### src/hdl/rsbk_pkg.sv
`timescale 1ns / 1ps

package rsbk_pkg;

   localparam int KEY_BITS          = 16;
   localparam int TAG_FIELD_BITS    = 16;
   localparam int MAX_RECORDS_DEF   = 16;
   localparam int TAG_BITS_DEF      = 16;

   // controller to output register
   typedef struct packed {
      logic load;
      logic last;
   } emit_type;

endpackage

### src/hdl/rsbk_ram.sv
`timescale 1ns / 1ps

module rsbk_ram #(
   parameter int WIDTH = 32,
   parameter int DEPTH = 16
) (
   input  logic                     clock,
   input  logic                     wr_en,
   input  logic [$clog2(DEPTH)-1:0] wr_addr,
   input  logic [WIDTH-1:0]         wr_data,
   input  logic [$clog2(DEPTH)-1:0] rd_addr,
   output logic [WIDTH-1:0]         rd_data
);

   logic [WIDTH-1:0] mem [DEPTH];
   logic [WIDTH-1:0] rd_data_ff;

   always_ff @(posedge clock) begin
      if (wr_en) begin
         mem[wr_addr] <= wr_data;
      end
      rd_data_ff <= mem[rd_addr];
   end

   assign rd_data = rd_data_ff;

endmodule

### src/hdl/rsbk_ctrl.sv
`timescale 1ns / 1ps

module rsbk_ctrl #(
   parameter int MAX_RECORDS = rsbk_pkg::MAX_RECORDS_DEF,
   parameter int TAG_BITS    = rsbk_pkg::TAG_BITS_DEF
) (
   input  logic                                 clock,
   input  logic                                 reset,
   input  logic                                 in_valid,
   output logic                                 in_ready,
   input  logic [rsbk_pkg::KEY_BITS+TAG_BITS-1:0] in_word,
   input  logic                                 in_last,
   output logic                                 wr_en,
   output logic [$clog2(MAX_RECORDS)-1:0]       wr_addr,
   output logic [rsbk_pkg::KEY_BITS+TAG_BITS-1:0] wr_data,
   output logic [$clog2(MAX_RECORDS)-1:0]       rd_addr,
   input  logic [rsbk_pkg::KEY_BITS+TAG_BITS-1:0] rd_data,
   input  logic                                 out_free,
   output rsbk_pkg::emit_type                   emit
);

   import rsbk_pkg::*;

   localparam int ADDR_W = $clog2(MAX_RECORDS);
   localparam int CNT_W  = $clog2(MAX_RECORDS + 1);
   localparam int WORD_W = KEY_BITS + TAG_BITS;

   localparam logic [2:0] S_LOAD      = 3'd0;
   localparam logic [2:0] S_START     = 3'd1;
   localparam logic [2:0] S_PASS_LOAD = 3'd2;
   localparam logic [2:0] S_CMP       = 3'd3;
   localparam logic [2:0] S_END       = 3'd4;
   localparam logic [2:0] S_EMIT      = 3'd5;

   localparam logic [CNT_W-1:0] FULL = CNT_W'(MAX_RECORDS);

   logic [2:0]        state_ff, state_in;
   logic [CNT_W-1:0]  fill_ff, fill_in;
   logic [ADDR_W-1:0] limit_ff, limit_in;
   logic [ADDR_W-1:0] pos_ff, pos_in;
   logic [ADDR_W-1:0] idx_ff, idx_in;
   logic [ADDR_W-1:0] last_idx_ff, last_idx_in;
   logic [WORD_W-1:0] carry_ff, carry_in;
   logic [CNT_W-1:0]  count_now;
   logic              accept;
   logic              swap;

   assign in_ready  = (state_ff == S_LOAD);
   assign accept    = in_valid && in_ready;
   assign count_now = (fill_ff != FULL) ? fill_ff + CNT_W'(1) : fill_ff;
   assign swap      = carry_ff[KEY_BITS-1:0] > rd_data[KEY_BITS-1:0];

   always_comb begin
      state_in    = state_ff;
      fill_in     = fill_ff;
      limit_in    = limit_ff;
      pos_in      = pos_ff;
      idx_in      = idx_ff;
      last_idx_in = last_idx_ff;
      carry_in    = carry_ff;
      wr_en       = 1'b0;
      wr_addr     = pos_ff;
      wr_data     = carry_ff;
      rd_addr     = '0;
      emit        = '0;
      unique case (state_ff)
         S_LOAD: begin
            wr_addr = fill_ff[ADDR_W-1:0];
            wr_data = in_word;
            if (accept) begin
               wr_en   = (fill_ff != FULL);
               fill_in = count_now;
               if (in_last) begin
                  limit_in    = ADDR_W'(count_now - CNT_W'(1));
                  last_idx_in = ADDR_W'(count_now - CNT_W'(1));
                  state_in    = S_START;
               end
            end
         end
         S_START: begin
            rd_addr = '0;
            pos_in  = '0;
            idx_in  = '0;
            state_in = (limit_ff == '0) ? S_EMIT : S_PASS_LOAD;
         end
         S_PASS_LOAD: begin
            carry_in = rd_data;
            rd_addr  = pos_ff + ADDR_W'(1);
            state_in = S_CMP;
         end
         S_CMP: begin
            wr_en   = 1'b1;
            wr_addr = pos_ff;
            if (swap) begin
               wr_data = rd_data;
            end else begin
               wr_data  = carry_ff;
               carry_in = rd_data;
            end
            rd_addr = pos_ff + ADDR_W'(2);
            if (pos_ff + ADDR_W'(1) == limit_ff) begin
               state_in = S_END;
            end else begin
               pos_in = pos_ff + ADDR_W'(1);
            end
         end
         S_END: begin
            wr_en    = 1'b1;
            wr_addr  = limit_ff;
            wr_data  = carry_ff;
            rd_addr  = '0;
            pos_in   = '0;
            limit_in = limit_ff - ADDR_W'(1);
            state_in = (limit_ff == ADDR_W'(1)) ? S_EMIT : S_PASS_LOAD;
         end
         S_EMIT: begin
            rd_addr = idx_ff;
            if (out_free) begin
               emit.load = 1'b1;
               emit.last = (idx_ff == last_idx_ff);
               if (idx_ff == last_idx_ff) begin
                  fill_in  = '0;
                  state_in = S_LOAD;
               end else begin
                  idx_in  = idx_ff + ADDR_W'(1);
                  rd_addr = idx_ff + ADDR_W'(1);
               end
            end
         end
         default: begin
            state_in = S_LOAD;
         end
      endcase
   end

   always_ff @(posedge clock) begin
      if (reset) begin
         state_ff <= S_LOAD;
         fill_ff  <= '0;
      end else begin
         state_ff <= state_in;
         fill_ff  <= fill_in;
      end
      limit_ff    <= limit_in;
      pos_ff      <= pos_in;
      idx_ff      <= idx_in;
      last_idx_ff <= last_idx_in;
      carry_ff    <= carry_in;
   end

endmodule

### src/hdl/rsbk_out.sv
`timescale 1ns / 1ps

module rsbk_out #(
   parameter int TAG_BITS = rsbk_pkg::TAG_BITS_DEF
) (
   input  logic                                   clock,
   input  logic                                   reset,
   input  rsbk_pkg::emit_type                     emit,
   input  logic [rsbk_pkg::KEY_BITS+TAG_BITS-1:0] word,
   output logic                                   out_free,
   output logic                                   rsp_tvalid,
   input  logic                                   rsp_tready,
   output logic [31:0]                            rsp_tdata,
   output logic                                   rsp_tlast
);

   import rsbk_pkg::*;

   logic                          valid_ff, valid_in;
   logic [KEY_BITS-1:0]           key_ff;
   logic [TAG_FIELD_BITS-1:0]     tag_ff;
   logic                          last_ff;
   logic [TAG_BITS+TAG_FIELD_BITS-1:0] tag_ext;

   assign tag_ext  = {{TAG_FIELD_BITS{1'b0}}, word[KEY_BITS +: TAG_BITS]};
   assign out_free = !valid_ff || rsp_tready;

   always_comb begin
      valid_in = valid_ff;
      if (rsp_tready) begin
         valid_in = 1'b0;
      end
      if (emit.load) begin
         valid_in = 1'b1;
      end
   end

   always_ff @(posedge clock) begin
      if (reset) begin
         valid_ff <= 1'b0;
      end else begin
         valid_ff <= valid_in;
      end
      if (emit.load) begin
         key_ff  <= word[KEY_BITS-1:0];
         tag_ff  <= tag_ext[TAG_FIELD_BITS-1:0];
         last_ff <= emit.last;
      end
   end

   assign rsp_tvalid = valid_ff;
   assign rsp_tdata  = {tag_ff, key_ff};
   assign rsp_tlast  = last_ff;

endmodule

### src/hdl/record_sort_by_key.sv
`timescale 1ns / 1ps

// Collects up to MAX_RECORDS records (16-bit key plus handle) into one RAM,
// then on the transfer marked tlast sorts them ascending by key, stable for
// equal keys, and streams the run out with tlast on its final record.
// Records beyond capacity are dropped. Loading accepts one record per cycle.
// The sort runs a single read-compare-write loop over the RAM; the sorted
// run then streams out one record per cycle when the output side does not
// stall. No input is taken during sort and output.
module record_sort_by_key #(
   parameter int MAX_RECORDS = rsbk_pkg::MAX_RECORDS_DEF,
   parameter int TAG_BITS    = rsbk_pkg::TAG_BITS_DEF
) (
   input  logic        clock,
   input  logic        reset,
   input  logic        req_tvalid,
   output logic        req_tready,
   input  logic [31:0] req_tdata,   // year_key[15:0], record_tag[31:16]
   input  logic        req_tlast,
   output logic        rsp_tvalid,
   input  logic        rsp_tready,
   output logic [31:0] rsp_tdata,   // sorted_key[15:0], sorted_tag[31:16]
   output logic        rsp_tlast
);

   import rsbk_pkg::*;

   localparam int ADDR_W = $clog2(MAX_RECORDS);
   localparam int WORD_W = KEY_BITS + TAG_BITS;

   logic [TAG_BITS+TAG_FIELD_BITS-1:0] tag_ext;
   logic [WORD_W-1:0] in_word;
   logic              wr_en;
   logic [ADDR_W-1:0] wr_addr;
   logic [WORD_W-1:0] wr_data;
   logic [ADDR_W-1:0] rd_addr;
   logic [WORD_W-1:0] rd_data;
   logic              out_free;
   emit_type          emit;

   assign tag_ext = {{TAG_BITS{1'b0}}, req_tdata[31:16]};
   assign in_word = {tag_ext[TAG_BITS-1:0], req_tdata[15:0]};

   rsbk_ctrl #(
      .MAX_RECORDS(MAX_RECORDS),
      .TAG_BITS   (TAG_BITS)
   ) u_ctrl (
      .clock   (clock),
      .reset   (reset),
      .in_valid(req_tvalid),
      .in_ready(req_tready),
      .in_word (in_word),
      .in_last (req_tlast),
      .wr_en   (wr_en),
      .wr_addr (wr_addr),
      .wr_data (wr_data),
      .rd_addr (rd_addr),
      .rd_data (rd_data),
      .out_free(out_free),
      .emit    (emit)
   );

   rsbk_ram #(
      .WIDTH(WORD_W),
      .DEPTH(MAX_RECORDS)
   ) u_store (
      .clock  (clock),
      .wr_en  (wr_en),
      .wr_addr(wr_addr),
      .wr_data(wr_data),
      .rd_addr(rd_addr),
      .rd_data(rd_data)
   );

   rsbk_out #(
      .TAG_BITS(TAG_BITS)
   ) u_out (
      .clock     (clock),
      .reset     (reset),
      .emit      (emit),
      .word      (rd_data),
      .out_free  (out_free),
      .rsp_tvalid(rsp_tvalid),
      .rsp_tready(rsp_tready),
      .rsp_tdata (rsp_tdata),
      .rsp_tlast (rsp_tlast)
   );

endmodule
### config.mk
export PLATFORM = sky130hd
export DESIGN_NAME = record_sort_by_key
export DESIGN_NICKNAME = d
export VERILOG_FILES = /design/src/hdl/rsbk_pkg.sv /design/src/hdl/rsbk_ram.sv /design/src/hdl/rsbk_ctrl.sv /design/src/hdl/rsbk_out.sv /design/src/hdl/record_sort_by_key.sv
export SDC_FILE = /design/constraint.sdc
export NUM_CORES = 1
export LEC_CHECK = 0
export BUFFER_PORTS_ARGS = -buffer_cell sky130_fd_sc_hd__buf_2
export CAP_MARGIN = 20
export CORE_ASPECT_RATIO = 1.5
export CORE_MARGIN = 2
export CORE_UTILIZATION = 30
export DETAILED_ROUTE_END_ITERATION = 6
export GPL_TIMING_DRIVEN = 0
export PLACE_DENSITY = 0.55
export SLEW_MARGIN = 20
export SYNTH_ARGS = -nofsm -noshare
export SYNTH_HDL_FRONTEND = slang
export SYNTH_SLANG_ARGS = --single-unit
### constraint.sdc
create_clock -name clock -period 4.5 [get_ports clock]
set_input_delay 0.45 -clock clock [delete_from_list [all_inputs] [get_ports clock]]
set_output_delay 0.45 -clock clock [all_outputs]
set_load 0.005 [all_outputs]
Word level (Yosys, flattened, before mapping)
Memories as Yosys holds them, arrays and structs flattened. A register that Yosys moved wholly into a read port is not among the register bits.
Index checks and enable logic that the tools add are counted.
{"block": "totals", "register_bits": 90, "ramBits": 512, "inputBits": 37, "out_inout_bits": 35, "mem_count": 1}
{"memory": "u_store.mem", "words": 16, "width": 32, "rd": 1, "rd_ports_with_merged_regs": 1, "wr": 1, "line_no": "rsbk_ram.sv:15", "rtl": "logic [WIDTH-1:0] mem [DEPTH];"}
{"block": "op_classes", "addsub": 6, "n_lt_le_gt_ge": 1, "eq_ne": 16, "mux": 35, "reduce_logical": 20}
{"cell": "case mux 32 bit (2 select lines)", "n": 2}
{"cell": "two-way mux 32 bit", "n": 2}
{"cell": "case mux 4 bit (2 select lines)", "n": 4}
{"cell": "two-way mux 3 bit", "n": 7}
{"cell": "two-way mux 4 bit", "n": 5}
{"cell": "two-way mux 5 bit", "n": 4}
{"cell": "case mux 3 bit (6 select lines)", "n": 1}
{"cell": "greater-than comparator 16 bit", "n": 1}
{"cell": "case mux 4 bit (3 select lines)", "n": 1}
{"cell": "nonzero test 2 bit", "n": 6}
{"cell": "!= test 2 bit (second input constant)", "n": 5}
{"cell": "case mux 5 bit (2 select lines)", "n": 1}
{"cell": "adder 4 x 1 -> 4 bit (second input constant)", "n": 2}
{"cell": "equality test 4 bit", "n": 2}
{"cell": "subtractor 4 x 1 -> 4 bit (second input constant)", "n": 2}
{"cell": "equality test 3 x 2 -> 1 bit (second input constant)", "n": 2}
{"cell": "equality test 3 bit (second input constant)", "n": 2}
{"cell": "AND reduction 2 bit", "n": 3}
{"cell": "AND reduction 3 bit", "n": 2}
{"cell": "adder 5 x 1 -> 5 bit (second input constant)", "n": 1}
{"cell": "two-way mux 1 bit", "n": 5}
{"cell": "!= test 5 bit (second input constant)", "n": 1}
{"cell": "AND reduction 5 bit", "n": 1}
{"cell": "adder 4 x 2 -> 4 bit (second input constant)", "n": 1}
{"cell": "12 further kinds", "n": 15}

Longest topological paths before layout
{"block": "logic_depth", "ltp_word": 6, "ltp_mapped": 12}

Hierarchy
Synthesis repeated with hierarchy kept, for this count alone.
{"block": "unflattened", "hier_cells": 1227, "hier_area_um2": 24464.7}
{"module": "rsbk_ram", "n_inst": 1, "cells_per_inst": 838, "area_each_um2": 19835.3, "seq_area_each_um2": 16015.4}
{"module": "rsbk_ctrl", "n_inst": 1, "cells_per_inst": 352, "area_each_um2": 3592.2, "seq_area_each_um2": 1601.5}
{"module": "rsbk_out", "n_inst": 1, "cells_per_inst": 37, "area_each_um2": 1037.2, "seq_area_each_um2": 1011.0}

Worst setup path after synthesis
OpenSTA, ideal clock, no wires.
{"block": "synth_path", "path_type": "flip-flop to flip-flop", "from": "register u_store.rd_data_ff[1] (netlist: u_store.rd_data[1]), read port of u_store.mem", "to": "register u_ctrl.carry_ff[0] (enable)", "setup_ns": 0.441, "arrival_ns": 3.430, "t_required_ns": 4.059, "path_slack_ns": 0.629, "path_stages_with_launch": 10, "path_buffers": 0, "synth_period_minus_slack_ns": 3.871, "cell_sequence": "dfxtp_1 > inv_1 > ha_1 > nor2b_1 > o21a_1 > o21a_1 > o21ai_0 > a21oi_1 > or3_1 > a31oi_1"}
{"block": "synth_between", "elab_chain_cells": 3}
{"item": "start, declared", "line_no": "rsbk_ram.sv:16", "rtl": "logic [WIDTH-1:0] rd_data_ff;"}
{"item": "greater-than comparator 16 bit", "line_no": "rsbk_ctrl.sv:51", "rtl": "assign swap = carry_ff[KEY_BITS-1:0] > rd_data[KEY_BITS-1:0];"}
{"item": "!= test 2 bit (no line)"}
{"item": "AND reduction 2 bit (no line)"}
{"item": "end signal, assigned", "line_no": "rsbk_ctrl.sv:148", "rtl": "carry_ff <= carry_in;"}
{"item": "end, declared", "line_no": "rsbk_ctrl.sv:43", "rtl": "logic [WORD_W-1:0] carry_ff, carry_in;"}
No other way between the ends.
A chain may end at the register's enable or synchronous reset.

Worst setup path after layout
{"block": "layout_path", "from": "register u_store.rd_data_ff[15] (netlist: u_store.rd_data[15]), read port of u_store.mem", "to": "memory u_store.mem[1][1] (data pin)"}
{"block": "layout_between", "elab_chain_cells": 3}
{"item": "greater-than comparator 16 bit", "line_no": "rsbk_ctrl.sv:51"}
{"item": "two-way mux 32 bit", "line_no": "rsbk_ctrl.sv:94", "rtl": "if (swap) begin"}
{"item": "case mux 32 bit (2 select lines)", "line_no": "rsbk_ctrl.sv:66", "rtl": "unique case (state_ff)"}
{"item": "named net u_ctrl.wr_data (one bit)", "line_no": "rsbk_ctrl.sv:15", "rtl": "output logic [rsbk_pkg::KEY_BITS+TAG_BITS-1:0] wr_data,"}
{"item": "end, declared", "line_no": "rsbk_ram.sv:15"}
The timed path passes the listed nets, and every way through them passes these cells.

==> impl_metrics.toml <==
[critical_path]
worst_path_largest_cell_delay_ns = 0.80
worstPathArrival_ns = 4.69
end_kind = "register"
crit_top_cell = "clkbuf_1"
path_max_fanout = 16
crit_slowest_cell = "clkbuf_1"
cp-start-kind = "register"
worst_ep_required_time_ns = 4.83
worstPathCellList = "inv_1 > ha_1 > nand4_1 > nor2_1 > o21ai_0 > a21oi_1 > o311a_1 > clkbuf_1 > clkbuf_1 > a22o_1 > a21o_1"
critPathKind = "reg -> reg"

[clock_network]
hold_buffers = 0
tritoncts = "yes"
cts_resized = 0
clkSlewWorstSetupHoldPaths_ns = 0.07
clockBufferDepth = 3
cts_sinks = 634
clkLatencyLatePin_ns = 0.64
post-cts-setup-buffer-count = 0
numCtsBuffers = 56
root_buffer = "clkbuf_16"
ctsHtreeMaxLevel = 2

[grt]
grt-ovfl-total = 0
antenna_found_initial = 4
grt_max_degree = 23
grt_pass1_vias = 15630
grt_first_pass_wirelength_um = 107100
grt_usage_pct = 17.10

[placement]
routabilityCongestion = 0.8496
detailedPlace.worstSlack_ns = 0.1404
io_buffers = 69
dp_hpwl_um = 52330
dp_cells = 2859

[power]
switching_share_pct = 37.09
max-vdd-ir-drop_mv = 0.3211
p_switching_uw = 7929
leakage_uw = 0.01005
p_comb_share_pct = 34.9
p_clk_share_pct = 22.4
seqPwrFrac_pct = 42.7
powerDensity_nw_per_um2 = 724.5
p_int_uw = 13450

[sta]
fin_ws_ns = 0.1451
slew_violations = 0
hold_viol = 0
post-route-period-util_pct = 96.78
max_freq_mhz = 229.6
finalCriticalPeriod_ns = 4.355
fin_skew_ns = 0.03209
slew_headroom_pct = 19.84
rsz0062_at_grt = "true"
worst_pin_slew_ns = 1.202
setup_violations = 0

[synth]
ys_seq_elements = 634
ys_seq_area_share_pct = 73.96
synth_ff_type = "edfxtp_1"
syn_nets = 1705
syn_area_um2 = 25190
synth_edf_count = 593
syn_area_per_cell_um2 = 15.33
synthDistinctLibCells = 52
synthCells = 1643
yosysWarnings = 0
synthArstFlopShare_pct = 0

[floorplanning]
dieHeight_um = 358.9
core_area_um2 = 83440
rows = 130
fp.dieW_um = 240.6
dieArea_um2 = 86330
start_util_pct = 30.18
num_io_pins = 72

[final_layout]
fillerInstances = 7912
antenna_cells = 0
fin_nets = 1857
postLayoutCoreUtil_pct = 35.36
drive_gt1_share_pct = 14.18
area_growth_pct = 17.15
fin_cells = 2963

[job]
cap_violations = 0

[route]
vias_per_cell = 5.197
finalWirelength_um = 74870
dr.pass1.iters = 5
dr_total_vias = 15400
wl_per_cell_um = 25.27
drc = 0
ant_nets = 0
dr.first_iter.drc_count = 1514

[run_status]
status = "finished, final reports clean"

[worst_hold_path]
hp-class = "in -> reg"
[area by class of cell]
| type | instances | area [µm²] | share of cell area, % |
|---|---|---|---|
| repair buffers | 94 | 991.0 | 3.359 |
| inverters | 26 | 97.59 | 0.3308 |
| plain buffers | 100 | 484.2 | 1.641 |
| clock buffers | 82 | 1560 | 5.288 |
| clock inverters | 22 | 221.5 | 0.7506 |
| flip-flops and latches | 634 | 18630 | 63.14 |
| multi-input cells | 883 | 6118 | 20.74 |
| well taps | 1122 | 1404 | 4.758 |
[cell usage after synthesis (11+ instances only)]
library cell / number / share of area, %
nor3_1: 12 / 0.24
a22o_1: 31 / 1.1
nand3_1: 33 / 0.66
o21ai_0: 12 / 0.24
ha_1: 25 / 1.2
mux2i_1: 90 / 3.6
dfxtp_1: 41 / 3.3
a32oi_1: 27 / 0.94
clkbuf_1: 48 / 0.72
a21o_1: 35 / 1.0
a311oi_1: 58 / 2.0
xor2_1: 11 / 0.38
and3_1: 59 / 1.5
nand2_1: 213 / 3.2
buf_2: 35 / 0.70
o221ai_1: 28 / 0.97
inv_1: 26 / 0.39
nor2_1: 50 / 0.75
edfxtp_1: 593 / 71
a21oi_1: 90 / 1.8
o22a_1: 27 / 0.94
[placed cells by master (no fill, tap or decap), drive strengths merged, types with 6 or more instances in the layout]
cell,n
a211oi,6
a21o,35
a21oi,90
a22o,31
a311oi,59
a32oi,27
and3,59
buf,146
clkbuf,130
clkinv,13
dfxtp,41
edfxtp,593
ha,25
inv,28
mux2i,90
mux4,10
nand2,213
nand3,33
nand4,6
nor2,51
nor3,12
o21a,6
o21ai,12
o221ai,28
o22a,28
o22ai,7
xnor2,10
xor2,12
[sequential cells by signal (all words and copies together) (netlist names)]
| signal | flops |
|---|---|
| u_ctrl.idx_ff | 4 |
| u_ctrl.fill_ff | 5 |
| u_ctrl.limit_ff | 4 |
| u_store.mem | 512 |
| u_out.tag_ff | 16 |
| u_ctrl.carry_ff | 32 |
| u_store.rd_data | 32 |
| u_out.rsp_tlast | 1 |
| u_ctrl.last_idx_ff | 4 |
| u_out.key_ff | 16 |
| u_ctrl.pos_ff | 4 |
| u_ctrl.state_ff | 3 |
| u_out.rsp_tvalid | 1 |
[logic make-up after synthesis]
family | Yosys count | synth area share [%]
flops | 634 | 73.96
simple gates | 394 | 6.970
compound gates | 339 | 10.13
buf+inv | 126 | 2.295
mux | 103 | 4.605
fa+ha+maj | 25 | 1.242
xor+xnor | 22 | 0.7949
[power by group through the flow]
| stage | Clock (µW) | Combinational (µW) | Sequential, µW |
|---|---|---|---|
| final | 4780 | 7470 | 9120 |
| after global routing | 5070 | 7950 | 9190 |
| after CTS | 4860 | 7440 | 9110 |
| after detailed placement | 0 | 7410 | 9230 |
| after global placement | 0 | 6920 | 9270 |
| after floorplan | 0 | 4290 | 9030 |
[critical path, delay by kind of cell, from the launching register on]
kind / cells / cell delay [ns]
AOI/OAI and AO/OA: 5 / 1.35
buffers and inverters: 3 / 1.33
adders and majority gates: 1 / 0.45
and+or+nand+nor: 2 / 0.45
DFF: 1 / 0.43
[per-layer routing]
metal	GRT usage (%)	vias to the layer above	wire, µm
met2	29.89	628	38060
met5	0	-	51
li1	-	6712	-
met1	20.29	7889	28650
met4	7.210	8	3141
met3	3.386	162	4958
[per-stage QoR]
step	instance area, µm²	setup TNS, ns	hold slack (ns)	total power (µW)
3_5_place_dp	27720	0	0.4511	16640
3_3_place_gp	26930	-290.06	0.4454	16190
2_1_floorplan	25190	0	0.4264	13320
5_1_grt	29500	-0.001025	0.2019	22210
4_1_cts	29500	0	0.1693	21410
6_report	29500	0	0.2088	21380
[path summary, 6_finish.rpt]
check / startpoint / endpoint / slack, ns / cells past startpoint
max: u_store.rd_data[15] / u_store.mem[1][1] / 0.15 / 11
min reg2reg: u_store.rd_data[16] / u_out.tag_ff[0] / 0.47 / 0
min: req_tvalid / u_ctrl.fill_ff[2] / 0.21 / 3
max reg2reg: u_store.rd_data[15] / u_store.mem[1][1] / 0.15 / 11
(Power assumes the default switching activity.)
